File: config.mk
export PLATFORM = sky130hd
export DESIGN_NAME = meter_frame_receiver
export DESIGN_NICKNAME = d
export VERILOG_FILES = /design/src/rtl/mfr_pkg.sv /design/src/rtl/mfr_parser.sv /design/src/rtl/mfr_out_buf.sv /design/src/rtl/meter_frame_receiver.sv
export SDC_FILE = /design/constraint.sdc
export NUM_CORES = 1
export LEC_CHECK = 0
export ABC_AREA = 1
export BUFFER_PORTS_ARGS = -buffer_cell sky130_fd_sc_hd__buf_2
export CAP_MARGIN = 20
export CELL_PAD_IN_SITES_DETAIL_PLACEMENT = 0
export CELL_PAD_IN_SITES_GLOBAL_PLACEMENT = 1
export CORE_ASPECT_RATIO = 1.4
export CORE_MARGIN = 10
export CORE_UTILIZATION = 45
export CTS_BUF_LIST = sky130_fd_sc_hd__clkbuf_8
export CTS_CLUSTER_SIZE = 40
export DETAILED_ROUTE_END_ITERATION = 7
export PLACE_DENSITY_LB_ADDON = 0.1
export SLEW_MARGIN = 20
export SYNTH_ARGS = -nofsm -noshare
export SYNTH_HDL_FRONTEND = slang
export SYNTH_SLANG_ARGS = --single-unit
File: constraint.sdc
create_clock -name i_clk -period 7.75 [get_ports i_clk]
set_clock_uncertainty 0.1 [all_clocks]
set_input_delay 0 -clock i_clk [delete_from_list [all_inputs] [get_ports i_clk]]
set_output_delay 0 -clock i_clk [all_outputs]
set_load 0.02 [all_outputs]
File: src/rtl/mfr_pkg.sv
`default_nettype none
// ----------------------------------------------------------------------------
// mfr_pkg
// shared types, constants and codes of the meter frame receiver
// ----------------------------------------------------------------------------
package mfr_pkg;

    localparam logic [7:0] START_BYTE   = 8'h68;
    localparam logic [7:0] DATA_OFFSET  = 8'h33;
    localparam int         ADDR_BYTES   = 6;
    localparam int         ADDR_W       = 8 * ADDR_BYTES;
    localparam int         COUNT_W      = 9;
    localparam logic [COUNT_W-1:0] ID_LEN_1997 = 9'd2;
    localparam logic [COUNT_W-1:0] ID_LEN_2007 = 9'd4;

    // configuration register indexes
    localparam int         CFG_INDEX_W  = 8;
    localparam logic [CFG_INDEX_W-1:0] REG_PROTOCOL_VARIANT = 8'd0;
    localparam logic [CFG_INDEX_W-1:0] REG_MIN_DATA_LENGTH  = 8'd1;
    localparam logic [7:0] MIN_LEN_RESET = 8'd2;

    // result kind codes
    localparam logic KIND_DATA  = 1'b0;
    localparam logic KIND_FRAME = 1'b1;

    // frame status codes
    localparam logic [1:0] ST_OK        = 2'd0;
    localparam logic [1:0] ST_CHECKSUM  = 2'd1;
    localparam logic [1:0] ST_TOO_SHORT = 2'd2;

    typedef enum logic [3:0] {
        PH_HUNT = 4'b0001,
        PH_ADDR = 4'b0010,
        PH_HEAD = 4'b0100,
        PH_DATA = 4'b1000
    } t_phase;

    typedef struct packed {
        logic       protocol_variant;
        logic [7:0] min_data_length;
    } t_cfg;

    typedef struct packed {
        logic              kind;
        logic [7:0]        data_value;
        logic              is_identifier;
        logic [ADDR_W-1:0] meter_address;
        logic [7:0]        control_code;
        logic [7:0]        data_length;
        logic [1:0]        frame_status;
    } t_result;

endpackage
`default_nettype wire

File: src/rtl/mfr_parser.sv
`default_nettype none
// ----------------------------------------------------------------------------
// mfr_parser
// input byte register and per-byte frame state update
// ----------------------------------------------------------------------------
module mfr_parser
    import mfr_pkg::*;
(
    input  wire logic    i_clk,
    input  wire logic    i_rst_n,
    input  wire t_cfg    i_cfg,
    input  wire logic    i_rx_valid,
    input  wire logic    [7:0] i_rx_byte,
    output logic         o_rx_ready,
    input  wire logic    i_room,
    output logic         o_res_valid,
    output t_result      o_res
);

    logic               r_in_valid;
    logic [7:0]         r_in_byte;
    t_phase             r_phase, n_phase;
    logic [COUNT_W-1:0] r_count, n_count;
    logic [7:0]         r_sum, n_sum;
    logic [ADDR_W-1:0]  r_addr, n_addr;
    logic [7:0]         r_ctrl, n_ctrl;
    logic [7:0]         r_len, n_len;
    logic [7:0]         r_csum, n_csum;

    logic               fire;
    logic               accept;
    logic [COUNT_W-1:0] id_len;
    logic [COUNT_W-1:0] len_ext;

    assign fire       = r_in_valid && i_room;
    assign o_rx_ready = !r_in_valid || i_room;
    assign accept     = i_rx_valid && o_rx_ready;
    assign id_len     = i_cfg.protocol_variant ? ID_LEN_2007 : ID_LEN_1997;
    assign len_ext    = {1'b0, r_len};

    always_comb begin
        n_phase = r_phase;
        n_count = r_count;
        n_sum   = r_sum;
        n_addr  = r_addr;
        n_ctrl  = r_ctrl;
        n_len   = r_len;
        n_csum  = r_csum;
        o_res_valid          = 1'b0;
        o_res.kind           = KIND_DATA;
        o_res.data_value     = r_in_byte - DATA_OFFSET;
        o_res.is_identifier  = r_count < id_len;
        o_res.meter_address  = r_addr;
        o_res.control_code   = r_ctrl;
        o_res.data_length    = r_len;
        o_res.frame_status   = ST_OK;
        unique case (r_phase)
            PH_HUNT: begin
                if (r_in_byte == START_BYTE) begin
                    n_sum   = START_BYTE;
                    n_count = '0;
                    n_addr  = '0;
                    n_phase = PH_ADDR;
                end
            end
            PH_ADDR: begin
                if (r_count < COUNT_W'(ADDR_BYTES)) begin
                    for (int i = 0; i < ADDR_BYTES; i++) begin
                        if (r_count == COUNT_W'(i)) begin
                            n_addr[8*i +: 8] = r_in_byte;
                        end
                    end
                    n_sum   = r_sum + r_in_byte;
                    n_count = r_count + 1'b1;
                end else if (r_in_byte == START_BYTE) begin
                    n_sum   = r_sum + r_in_byte;
                    n_count = '0;
                    n_phase = PH_HEAD;
                end else begin
                    // wrong second start byte, drop the frame
                    n_count = '0;
                    n_phase = PH_HUNT;
                end
            end
            PH_HEAD: begin
                n_sum = r_sum + r_in_byte;
                if (r_count == '0) begin
                    n_ctrl  = r_in_byte;
                    n_count = COUNT_W'(1);
                end else begin
                    n_len   = r_in_byte;
                    n_count = '0;
                    n_phase = PH_DATA;
                end
            end
            PH_DATA: begin
                if (r_count < len_ext) begin
                    n_sum       = r_sum + r_in_byte;
                    n_count     = r_count + 1'b1;
                    o_res_valid = 1'b1;
                end else if (r_count == len_ext) begin
                    n_csum  = r_in_byte;
                    n_count = r_count + 1'b1;
                end else begin
                    // end byte closes the frame, its value is not checked
                    o_res_valid         = 1'b1;
                    o_res.kind          = KIND_FRAME;
                    o_res.data_value    = '0;
                    o_res.is_identifier = 1'b0;
                    if (r_len < i_cfg.min_data_length) begin
                        o_res.frame_status = ST_TOO_SHORT;
                    end else if (r_csum != r_sum) begin
                        o_res.frame_status = ST_CHECKSUM;
                    end else begin
                        o_res.frame_status = ST_OK;
                    end
                    n_count = '0;
                    n_phase = PH_HUNT;
                end
            end
            default: begin
                n_count = '0;
                n_phase = PH_HUNT;
            end
        endcase
        if (!fire) begin
            o_res_valid = 1'b0;
        end
    end

    always_ff @(posedge i_clk) begin
        if (!i_rst_n) begin
            r_in_valid <= 1'b0;
            r_phase    <= PH_HUNT;
            r_count    <= '0;
            r_sum      <= '0;
            r_addr     <= '0;
            r_ctrl     <= '0;
            r_len      <= '0;
            r_csum     <= '0;
        end else begin
            if (accept) begin
                r_in_valid <= 1'b1;
            end else if (fire) begin
                r_in_valid <= 1'b0;
            end
            if (fire) begin
                r_phase <= n_phase;
                r_count <= n_count;
                r_sum   <= n_sum;
                r_addr  <= n_addr;
                r_ctrl  <= n_ctrl;
                r_len   <= n_len;
                r_csum  <= n_csum;
            end
        end
    end

    always_ff @(posedge i_clk) begin
        if (accept) begin
            r_in_byte <= i_rx_byte;
        end
    end

    // header counter never runs past the control and length bytes
    a_head_count: assert property (@(posedge i_clk) disable iff (!i_rst_n)
        (r_phase == PH_HEAD) |-> (r_count <= COUNT_W'(1)))
        else $error("header byte count out of range");

    // address phase counts at most the address bytes
    a_addr_count: assert property (@(posedge i_clk) disable iff (!i_rst_n)
        (r_phase == PH_ADDR) |-> (r_count <= COUNT_W'(ADDR_BYTES)))
        else $error("address byte count out of range");

    // a frame result always returns the parser to hunting
    a_frame_end: assert property (@(posedge i_clk) disable iff (!i_rst_n)
        (o_res_valid && o_res.kind == KIND_FRAME) |=> (r_phase == PH_HUNT))
        else $error("frame result without return to hunting");

endmodule
`default_nettype wire

File: src/rtl/mfr_out_buf.sv
`default_nettype none
// ----------------------------------------------------------------------------
// mfr_out_buf
// result register with a skid stage in front of the output channel
// ----------------------------------------------------------------------------
module mfr_out_buf
    import mfr_pkg::*;
(
    input  wire logic    i_clk,
    input  wire logic    i_rst_n,
    input  wire logic    i_push,
    input  wire t_result i_res,
    output logic         o_room,
    output logic         o_valid,
    input  wire logic    i_ready,
    output t_result      o_res
);

    logic    r_main_valid;
    logic    r_skid_valid;
    t_result r_main;
    t_result r_skid;
    logic    pop;

    assign pop     = r_main_valid && i_ready;
    assign o_room  = !r_skid_valid;
    assign o_valid = r_main_valid;
    assign o_res   = r_main;

    always_ff @(posedge i_clk) begin
        if (!i_rst_n) begin
            r_main_valid <= 1'b0;
            r_skid_valid <= 1'b0;
        end else if (r_skid_valid) begin
            if (pop) begin
                r_skid_valid <= 1'b0;
            end
        end else if (i_push) begin
            if (r_main_valid && !pop) begin
                r_skid_valid <= 1'b1;
            end else begin
                r_main_valid <= 1'b1;
            end
        end else if (pop) begin
            r_main_valid <= 1'b0;
        end
    end

    always_ff @(posedge i_clk) begin
        if (r_skid_valid) begin
            if (pop) begin
                r_main <= r_skid;
            end
        end else if (i_push) begin
            if (r_main_valid && !pop) begin
                r_skid <= i_res;
            end else begin
                r_main <= i_res;
            end
        end
    end

    a_skid_behind_main: assert property (@(posedge i_clk) disable iff (!i_rst_n)
        r_skid_valid |-> r_main_valid)
        else $error("skid stage holds a result while output is empty");

    a_no_push_when_full: assert property (@(posedge i_clk) disable iff (!i_rst_n)
        r_skid_valid |-> !i_push)
        else $error("result pushed with no room");

    a_stall_to_skid: assert property (@(posedge i_clk) disable iff (!i_rst_n)
        (i_push && r_main_valid && !i_ready) |=> r_skid_valid)
        else $error("stalled result not kept in skid stage");

    a_skid_drains: assert property (@(posedge i_clk) disable iff (!i_rst_n)
        (r_skid_valid && i_ready) |=> (r_main_valid && !r_skid_valid))
        else $error("skid stage did not move to output");

endmodule
`default_nettype wire

File: src/rtl/meter_frame_receiver.sv
`default_nettype none
// ----------------------------------------------------------------------------
// meter_frame_receiver
// byte-wise receiver for two-start-byte meter frames with decoded data output
// ----------------------------------------------------------------------------
// usage
//   rx channel: one received byte per transfer (i_rx_valid / o_rx_ready)
//   cfg channel: register index and data per transfer, always ready;
//     index 0 protocol variant (identifier length 2 or 4), index 1 minimum
//     data length; other indexes are ignored; write only while idle
//   out channel: zero or one result per byte; data bytes come out at once
//     with the offset removed, the end byte gives a frame result with
//     address, control, length and status
//   path: a taken byte is held in the input byte register, decoded by the
//     state update and written to the result register or the skid stage
//   throughput: one byte per cycle while the output stages have room; the
//     state update is combinational between the input and result registers
//   stall: while the output waits, the next result goes to a skid stage;
//     with both output stages full the parser holds its byte, and
//     o_rx_ready drops once a byte sits in the input register
//   reset: synchronous active low; parser returns to hunting for a start
//     byte, output stages empty, protocol variant 0, minimum length 2
// ----------------------------------------------------------------------------
module meter_frame_receiver
    import mfr_pkg::*;
(
    input  wire logic                   i_clk,
    input  wire logic                   i_rst_n,
    // received bytes
    input  wire logic                   i_rx_valid,
    output logic                        o_rx_ready,
    input  wire logic [7:0]             i_rx_byte,
    // configuration writes
    input  wire logic                   i_cfg_valid,
    output logic                        o_cfg_ready,
    input  wire logic [CFG_INDEX_W-1:0] i_cfg_index,
    input  wire logic [7:0]             i_cfg_data,
    // results
    output logic                        o_out_valid,
    input  wire logic                   i_out_ready,
    output logic                        o_result_kind,
    output logic [7:0]                  o_data_value,
    output logic                        o_is_identifier,
    output logic [ADDR_W-1:0]           o_meter_address,
    output logic [7:0]                  o_control_code,
    output logic [7:0]                  o_data_length,
    output logic [1:0]                  o_frame_status
);

    t_cfg    r_cfg;
    logic    room;
    logic    res_valid;
    t_result res;
    t_result out_res;

    // configuration registers, written at any transfer
    assign o_cfg_ready = 1'b1;

    always_ff @(posedge i_clk) begin
        if (!i_rst_n) begin
            r_cfg.protocol_variant <= 1'b0;
            r_cfg.min_data_length  <= MIN_LEN_RESET;
        end else if (i_cfg_valid) begin
            if (i_cfg_index == REG_PROTOCOL_VARIANT) begin
                r_cfg.protocol_variant <= i_cfg_data[0];
            end else if (i_cfg_index == REG_MIN_DATA_LENGTH) begin
                r_cfg.min_data_length <= i_cfg_data;
            end
        end
    end

    // frame state machine, one byte per cycle while the output stages have room
    mfr_parser u_parser (
        .i_clk       (i_clk),
        .i_rst_n     (i_rst_n),
        .i_cfg       (r_cfg),
        .i_rx_valid  (i_rx_valid),
        .i_rx_byte   (i_rx_byte),
        .o_rx_ready  (o_rx_ready),
        .i_room      (room),
        .o_res_valid (res_valid),
        .o_res       (res)
    );

    // result register and skid stage
    mfr_out_buf u_out_buf (
        .i_clk   (i_clk),
        .i_rst_n (i_rst_n),
        .i_push  (res_valid),
        .i_res   (res),
        .o_room  (room),
        .o_valid (o_out_valid),
        .i_ready (i_out_ready),
        .o_res   (out_res)
    );

    assign o_result_kind   = out_res.kind;
    assign o_data_value    = out_res.data_value;
    assign o_is_identifier = out_res.is_identifier;
    assign o_meter_address = out_res.meter_address;
    assign o_control_code  = out_res.control_code;
    assign o_data_length   = out_res.data_length;
    assign o_frame_status  = out_res.frame_status;

endmodule
`default_nettype wire
==> results_dict.tcl, run 1 <==
set metrics [dict create \
    areaGrowthSynthToFinish_pct 16.5 \
    syn_inst 1223 \
    max_freq_mhz 279 \
    antenna_found_initial 0 \
    worstPathArrival_ns 3.65 \
    wl_per_cell_um 16.3 \
    drive_gt1_frac 0.135 \
    final_cell_mix "nand2_1 (349), edfxtp_1 (160), nor2_1 (134), inv_1 (132), buf_2 (106)" \
    finalWirelength_um 27900 \
    drt_pass1_iterations 5 \
    placed_area_mm2 0.0121 \
    fin_crit_ns 3.58 \
    grt_overflow 0 \
    multiInputGateArea_mm2 0.00370 \
    dieArea_mm2 0.0319 \
    synth_warnings 0 \
    worst_slew_pin_slew_ns 0.979 \
    cp_max_fo 55 \
    final_cell_area_mm2 0.0131 \
    initial_core_util 0.457 \
    cts_root_buf "clkbuf_8" \
    via_per_inst 4.86 \
    place_congestion 0.860 \
    setup_viol 0 \
    vias 8308 \
    cts_hold_buf 28 \
    outcome "finished, final reports clean" \
    start_kind "flip-flop" \
    synth_ff_type "edfxtp_1" \
    rows 68 \
    pre_cts_ws_ns 4.01 \
    cts_setup_buffers 0 \
    synth_cell_types 35 \
    drt_iter0_drc 443 \
    die-width_um 154 \
    seq_area_mm2 0.00691 \
    period_share 0.462 \
    ir_drop_uv 134 \
    post-route-util 0.532 \
    worst-setup-path-type "flip-flop to flip-flop" \
    drc 0 \
    htree_levels 2 \
    crit_path_end_kind "flip-flop" \
    numCtsBuffers 41 \
    relSlewSlack 0.347 \
    yosysTopAreaCell "edfxtp_1" \
    nNetsFinal 1422 \
    core-area_mm2 0.0247 \
    hold_ws_ns 0.0322 \
    clk_pin_slew_ns 0.06 \
    antenna_cells 0 \
    clk_latency_ns 0.55 \
    hp-class "input port to flip-flop" \
    drv_slew 0 \
    cts_resized 0 \
    synthArstFlopShare 0 \
    setup_ws_ns 4.17 \
    ioPinCount 108 \
    p_leak_nw 5.83 \
    fill_cells 2339 \
    synth_enable_flop_cells 160 \
    clock_sinks 265 \
    rsz0062_at_grt "false" \
    tns_ns 0 \
    synth.area.top_cells "edfxtp_1 (43%), dfxtp_1 (19%), nand2_1 (12%), nor2_1 (4.5%), o21ai_0 (4.0%)" \
    grt_max_degree 97 \
    cts_tree "built" \
    track_usage 0.174 \
    grt_pass1_wl_um 45200 \
    syn_area_per_cell_um2 9.22 \
    clock_path_buffers 3 \
    synth_fp_nets 1282 \
    grt_pass1_vias 8544 \
    io_buffers 106 \
    ant_nets 0 \
    ys_ff_latch 265 \
    cp.required_ns 7.81 \
    netlist_area_mm2 0.0113 \
    pwr_density_cell_mw_per_mm2 213 \
    cap_violations 0 \
    synth_top_area_frac 0.426 \
    final_hold_viol_count 0 \
    ys_seq_area_frac 0.613 \
    layout_commonest_cell "nand2_1" \
    dp_hpwl_um 19100 \
    fp.dieH_um 207 \
]
layer usage:
metal	part of all wire	GRT usage	vias up
li1	-	-	4276
met5	0	0	-
met3	0.047	0.0338	63
met2	0.52	0.317	180
met4	0.037	0.0752	0
met1	0.40	0.189	3789
per-stage QoR:
stage	cells	total power, mW
5_1_grt	1710	2.93
3_5_place_dp	1606	1.71
6_report	1710	2.80
3_3_place_gp	1606	1.71
4_1_cts	1709	2.84
2_1_floorplan	1223	1.66
worst max-delay path, stage by stage, from the launching register on:
cell	delay, ns
dfxtp_1	0.52
ha_1	0.31
nand2_1	0.09
inv_1	0.06
nand2_1	0.06
nand2_1	0.05
nand2_1	0.07
nand3_1	0.17
nand2_1	0.11
inv_1	0.14
nor2_1	0.25
nand2_1	0.13
inv_2	0.38
buf_4	0.71
sequential cells by signal, indices dropped and copies added, names as in the netlist:
signal,cells
u_out_buf.o_res,76
u_parser.r_csum,8
u_parser.r_in_byte,8
u_parser.r_len,8
u_parser.r_addr,48
u_out_buf.r_skid,76
u_out_buf.o_valid,1
r_cfg,9
u_parser.r_ctrl,8
u_parser.r_sum,8
u_parser.r_phase,4
u_parser.r_in_valid,1
u_out_buf.r_skid_valid,1
u_parser.r_count,9
cell usage after synthesis, types with 2 or more instances:
master,instances
a211oi_1,3
nor3_1,5
a21oi_1,74
nor3_2,2
xnor2_1,4
inv_2,11
nor2_1,134
nand2_2,3
xor2_1,13
nand4_1,7
buf_4,3
nand2_1,349
ha_1,29
buf_1,2
nand3_1,60
dfxtp_1,105
buf_2,9
inv_1,118
clkbuf_1,27
o211ai_1,2
o21ai_0,89
edfxtp_1,160
o21ai_1,2
cells by family (layout without fill, tap and decap cells):
logic type	Yosys count	count (layout)	synth area share
AOI/OAI and AO/OA	172	172	0.0787
other	1	1	0.000333
and+or+nand+nor	567	567	0.201
buffers and inverters	171	343	0.0596
DFF	265	265	0.613
adders and majority gates	30	30	0.0340
xor gates and xnor gates	17	17	0.0132
final timing paths:
check | from | end | slack (ns) | cells after the start
setup reg to reg | u_parser.r_count[3] | u_out_buf.r_skid[42] | 4.17 | 13
hold / removal | i_cfg_index[2] | r_cfg[0] | 0.03 | 4
hold reg to reg | u_parser.r_addr[7] | u_out_buf.r_skid[25] | 0.32 | 0
setup / recovery | u_parser.r_count[3] | u_out_buf.r_skid[42] | 4.17 | 13
area by class of cell:
type | instances | share of cell area
multi-input combinational | 787 | 0.282
tap | 315 | 0.0300
timing repair buffer | 139 | 0.0652
clock inverter | 26 | 0.00838
inverter | 129 | 0.0369
sequential | 265 | 0.526
clock buffer | 49 | 0.0513
power breakdown:
part,internal (mW),switching [mW]
combinational,0.0538,0.102
sequential,1.51,0.0200
clock,0.575,0.538
total,2.14,0.660
Power figures use the tool's default switching activity.
==> inputs of run 2 (changes only) <==
--- a/config.mk
+++ b/config.mk
@@ -5,7 +5,7 @@
 export SDC_FILE = /design/constraint.sdc
 export NUM_CORES = 1
 export LEC_CHECK = 0
-export ABC_AREA = 1
+export ABC_AREA = 0
 export BUFFER_PORTS_ARGS = -buffer_cell sky130_fd_sc_hd__buf_2
 export CAP_MARGIN = 20
 export CELL_PAD_IN_SITES_DETAIL_PLACEMENT = 0
==> constraint.sdc (replaced) <==
create_clock -name i_clk -period 3 [get_ports i_clk]
set_clock_uncertainty 0.1 [all_clocks]
set_input_delay 0 -clock i_clk [delete_from_list [all_inputs] [get_ports i_clk]]
set_output_delay 0 -clock i_clk [all_outputs]
set_load 0.02 [all_outputs]
==> run 2 against run 1 <==
Effect of this change:
- routed wire length fell by 11%
- count of clock-buffer cells in the layout fell by 6
- maximum frequency rose by 29%
- power rose by 140%
- register-to-register slack got worse by 4.0 ns
- final area fell by 1.2%
- first-iteration DRC count fell by 19%
- global-route usage fell by 1.8 points
- sequential power rose to 2.5 times the previous value
- largest power group unchanged
- core utilization rose by 0.71 points
- synthesized cell count fell by 31%
==> results_dict.tcl, run 2 <==
set metrics [dict create \
    outcome "finished, final reports clean" \
    ioPinCount 108 \
    syn_area_per_cell_um2 13.1 \
    start_kind "flip-flop" \
    ys_ff_latch 265 \
    ys_seq_area_frac 0.625 \
    layout_commonest_cell "edfxtp_1" \
    rows 67 \
    crit_start "u_parser.r_count[2]" \
    max_freq_mhz 359 \
    reg2reg_from "u_parser.r_count[2]" \
    antenna_cells 0 \
    final_hold_viol_count 0 \
    via_per_inst 5.18 \
    synth_enable_flop_cells 160 \
    synth_fp_nets 902 \
    initial_core_util 0.459 \
    place_congestion 0.813 \
    hold_ws_ns 0.0622 \
    grt_max_degree 70 \
    pwr_density_cell_mw_per_mm2 515 \
    clk_latency_ns 0.55 \
    hold_start "i_cfg_index[5]" \
    crit_path_end_kind "flip-flop" \
    path_delay_family "compound AO/OA/AOI/OAI gates" \
    worst-setup-path-type "flip-flop to flip-flop" \
    synth_common_cells "edfxtp_1 (160), nor2_1 (110), dfxtp_1 (105)" \
    dp_hpwl_um 17000 \
    seq_area_mm2 0.00692 \
    fin_crit_ns 2.78 \
    hp-class "input port to flip-flop" \
    cts_root_buf "clkbuf_8" \
    drc 0 \
    cp_max_fo 15 \
    clock_sinks 265 \
    drt_pass1_iterations 4 \
    drive_gt1_frac 0.264 \
    grt_pass1_wl_um 39700 \
    cap_violations 0 \
    syn_inst 843 \
    clock_path_buffers 3 \
    ir_drop_uv 317 \
    rsz0062_at_grt "false" \
    track_usage 0.156 \
    die-width_um 152 \
    synth_cell_types 68 \
    grt_overflow 0 \
    ant_nets 0 \
    numCtsBuffers 40 \
    p_leak_nw 5.09 \
    worst_slew_pin_slew_ns 0.923 \
    drt_iter0_drc 361 \
    fp.dieH_um 205 \
    finalWirelength_um 25000 \
    slowest_stage "dfxtp_2" \
    cts_setup_buffers 0 \
    slowest_delay_ns 0.48 \
    cts_tree "built" \
    final_cell_mix "edfxtp_1 (160), nor2_1 (110), buf_2 (106), dfxtp_1 (99), mux2i_1 (84)" \
    synth.area.top_cells "edfxtp_1 (43%), dfxtp_1 (19%), mux2i_1 (7.6%), mux2_2 (6.2%), nor2_1 (3.7%)" \
    nNetsFinal 1050 \
    synth_ff_type "edfxtp_1" \
    drv_slew 0 \
    cp.required_ns 3.31 \
    synth_top_area_frac 0.435 \
    worstPathArrival_ns 3.10 \
    io_buffers 106 \
    yosysTopAreaCell "edfxtp_1" \
    grt_pass1_vias 7140 \
    post-route-util 0.539 \
    critPathBufInv 1 \
    vias 6907 \
    htree_levels 2 \
    tns_ns 0 \
    netlist_area_mm2 0.0111 \
    core-area_mm2 0.0241 \
    synth_warnings 0 \
    multiInputGateArea_mm2 0.00390 \
    antenna_found_initial 0 \
    fill_cells 2113 \
    dieArea_mm2 0.0313 \
    relSlewSlack 0.385 \
    synthArstFlopShare 0 \
    areaGrowthSynthToFinish_pct 17.4 \
    synth.most_common_cell "edfxtp_1" \
    setup_viol 0 \
    period_share 0.928 \
    crit_path_cell_trace "ha_4 > a211o_1 > a221o_1 > o21ai_1 > nand2b_1 > inv_2 > nor3_1 > mux2_2" \
    wl_per_cell_um 18.7 \
    clk_pin_slew_ns 0.07 \
]
run 2: changes by cell type after synthesis, sizes merged, moves of 8 or more:
cell / change
a21oi: -55
and2: +10
inv: -99
mux2: +61
mux2i: +84
nand2: -314
nand3: -48
nor2: -24
o21ai: -68
o31ai: +8
run 2: cells by family (layout without fill, tap and decap cells):
group / Yosys count / in the layout / share of synthesized area
flip-flops: 265 / 265 / 0.625
AND/OR/NAND/NOR: 223 / 223 / 0.100
multiplexers: 145 / 145 / 0.138
AO/OA/AOI/OAI: 84 / 84 / 0.0570
buffers and inverters: 71 / 251 / 0.0259
adder cells (fa/ha/maj): 30 / 30 / 0.0346
XOR/XNOR: 24 / 24 / 0.0190
other: 1 / 1 / 0.000339
run 2: metrics by stage:
step                      instance area (µm²)  total power [mW]  std cells  setup slack [ns]
after floorplan                         11100              3.99        843             -1.14
after global placement                  12000              4.05       1237             0.295
after detailed placement                12000              4.06       1237             0.176
after CTS                               13000              6.77       1333             0.140
after global routing                    13000              6.94       1333            0.0277
final                                   13000              6.69       1333             0.216
run 2: cell type report:
class                      instances  share of cell area
clock inverter                    31              0.0104
tap                              310              0.0299
sequential                       265               0.533
clock buffer                      43              0.0456
inverter                          30             0.00868
timing repair buffer             147              0.0717
multi-input combinational        507               0.301
run 2: layer usage:
metal  share of wire  track usage
met3           0.043       0.0309
met2            0.51        0.279
met5               0            0
met1            0.42        0.181
met4           0.029       0.0601
run 2: worst min-delay path, cell delays in order:
cell	delay (ns)
buf_2	0.08
nor4_1	0.05
nand3_1	0.35
mux2i_1	0.13
nor2_1	0.07
run 2: repair_timing:
| action | 4_1_cts | 5_1_grt |
|---|---|---|
| hold buffers | 22 | 0 |
| endpoints found under the setup margin | 0 | 6 |
| gates resized for setup | 0 | 1 |
| hold endpoints to repair | 85 | 0 |
run 2: worst paths after layout:
kind                                to  depth (start not counted)  slack, ns
setup reg to reg   u_out_buf.o_res[73]                          8       0.22
hold / removal                r_cfg[3]                          5       0.06
setup / recovery   u_out_buf.o_res[73]                          8       0.22
hold reg to reg   u_out_buf.r_skid[27]                          0       0.35
run 2: power by group:
part | internal, mW | switching (mW) | total (mW)
Sequential | 3.83 | 0.00526 | 3.84
Combinational | 0.0665 | 0.0942 | 0.161
Clock | 1.33 | 1.36 | 2.69
Total | 5.23 | 1.46 | 6.69
==> inputs of run 3 (changes only) <==
--- a/config.mk
+++ b/config.mk
@@ -17,6 +17,7 @@
 export CTS_CLUSTER_SIZE = 40
 export DETAILED_ROUTE_END_ITERATION = 7
 export PLACE_DENSITY_LB_ADDON = 0.1
+export SETUP_SLACK_MARGIN = 0.5
 export SLEW_MARGIN = 20
 export SYNTH_ARGS = -nofsm -noshare
 export SYNTH_HDL_FRONTEND = slang
==> run 3 against run 2 <==
Effect of this change:
- global-route usage rose by 0.34 points
- maximum frequency rose by 11%
- routed wire length rose by 5.7%
- largest power group unchanged
==> results_dict.tcl, run 3 (synthesis gave the netlist of run 2 again) <==
set metrics [dict create \
    outcome "finished, final reports clean" \
    worst-setup-path-type "flip-flop to flip-flop" \
    finalWirelength_um 26400 \
    cp_max_fo 12 \
    final_cell_area_mm2 0.0136 \
    fin_crit_ns 2.51 \
    pre_cts_ws_ns 0.176 \
    final_hold_viol_count 0 \
    crit_path_end_kind "flip-flop" \
    crit_path_cell_trace "inv_2 > ha_4 > a211o_1 > a221o_1 > nor2_2 > o21ai_4 > a22oi_2 > buf_4 > clkbuf_16" \
    ir_drop_uv 316 \
    start_kind "flip-flop" \
    pwr_density_cell_mw_per_mm2 490 \
    drt_iter0_drc 409 \
    grt_pass1_wl_um 40400 \
    areaGrowthSynthToFinish_pct 23.3 \
    worst_slew_pin_slew_ns 0.949 \
    cp.required_ns 3.16 \
    p_leak_nw 5.38 \
    max_freq_mhz 399 \
    swShare 0.217 \
    rsz0062_at_grt "true" \
    p_sw_mw 1.45 \
    relSlewSlack 0.367 \
    grt_overflow 0 \
    vias 7123 \
    rows 67 \
    grt_pass1_vias 7202 \
    clk_pin_slew_ns 0.07 \
    cap_violations 0 \
    slowest_delay_ns 0.37 \
    initial_core_util 0.459 \
    ant_nets 0 \
    setup_viol 0 \
    critPathBufInv 3 \
    dp_hpwl_um 17000 \
    total_power_mw 6.68 \
    placed_area_mm2 0.0120 \
    internal_power_mw 5.23 \
    power_frac_comb 0.024 \
    nNetsFinal 1082 \
    slowest_stage "a221o_1" \
    path_delay_family "compound AO/OA/AOI/OAI gates" \
    drive_gt1_frac 0.308 \
    hold_ws_ns 0.0622 \
    core-area_mm2 0.0241 \
    fp.dieH_um 205 \
    io_buffers 106 \
    fill_cells 2045 \
    period_share 0.835 \
    via_per_inst 5.22 \
    die-width_um 152 \
    layout_commonest_cell "edfxtp_1" \
    clkPwrFrac 0.402 \
    final_cell_mix "edfxtp_1 (160), nor2_1 (109), buf_2 (106), dfxtp_1 (94), mux2i_1 (84)" \
    clock_sinks 265 \
    place_congestion 0.813 \
    cts_root_buf "clkbuf_8" \
    clock_path_buffers 3 \
    antenna_cells 0 \
    antenna_found_initial 1 \
    hp-class "input port to flip-flop" \
    dieArea_mm2 0.0313 \
    track_usage 0.160 \
    setup_ws_ns 0.494 \
    htree_levels 2 \
    numCtsBuffers 40 \
    wl_per_cell_um 19.3 \
    worstPathArrival_ns 2.66 \
    drc 0 \
    ioPinCount 108 \
    grt_max_degree 70 \
    clk_latency_ns 0.55 \
    drt_pass1_iterations 5 \
    cts_tree "built" \
    drv_slew 0 \
    p_seq_frac 0.574 \
]
run 3: worst register-to-register path: stages (launching register included):
cell and delay, ns:
dfxtp_2 0.34, inv_2 0.05, ha_4 0.21, a211o_1 0.26
a221o_1 0.37, nor2_2 0.17, o21ai_4 0.10, a22oi_2 0.23
buf_4 0.21, clkbuf_16 0.17
run 3: metrics by stage:
stage | setup TNS (ns) | utilization | instances
finish | 0 | 0.567 | 1365
detailed placement | 0 | 0.500 | 1237
global route | 0 | 0.567 | 1365
global placement | 0 | 0.500 | 1237
CTS | 0 | 0.549 | 1345
floorplan | -143.89 | - | 843
run 3: power groups by stage:
stage | Sequential, mW | Combinational (mW) | Clock, mW
after CTS | 3.83 | 0.162 | 2.77
after floorplan | 3.92 | 0.0746 | 0
after global routing | 3.83 | 0.180 | 2.93
final | 3.83 | 0.164 | 2.69
after detailed placement | 3.92 | 0.141 | 0
after global placement | 3.92 | 0.138 | 0
run 3: final timing paths:
check / slack, ns / cells past startpoint / endpoint / start
worst max-delay path: 0.49 / 9 / u_out_buf.o_res[40] / u_parser.r_len[2]
worst min register to register: 0.36 / 0 / u_out_buf.r_skid[28] / u_parser.r_addr[10]
worst min-delay path: 0.06 / 5 / r_cfg[6] / i_cfg_index[5]
worst max register to register: 0.49 / 9 / u_out_buf.o_res[40] / u_parser.r_len[2]
run 3: final cells by class:
| cell class | count | area (µm²) | share of cell area |
|---|---|---|---|
| well taps | 310 | 388 | 0.0285 |
| flip-flops and latches | 265 | 6940 | 0.509 |
| clock inverters | 31 | 135 | 0.00991 |
| inverters | 30 | 115 | 0.00844 |
| clock buffers | 43 | 592 | 0.0434 |
| repair buffers | 179 | 1460 | 0.107 |
| multi-input cells | 507 | 4010 | 0.294 |
run 3: what timing repair did:
item,in CTS,in global routing
buffers inserted,9,13
gates resized for setup,26,25
pin swaps,7,11
setup endpoints to repair,254,228
cloned,3,7
hold buffers,22,0
endpoints found under the hold margin,66,0
run 3: per-layer routing:
layer	wire, µm	global-route usage	part of all wire	up-vias
met5	13	0	0.00049	-
met1	10700	0.184	0.40	3480
met2	13700	0.285	0.52	173
met4	747	0.0638	0.028	2
li1	-	-	-	3418
met3	1200	0.0322	0.046	50
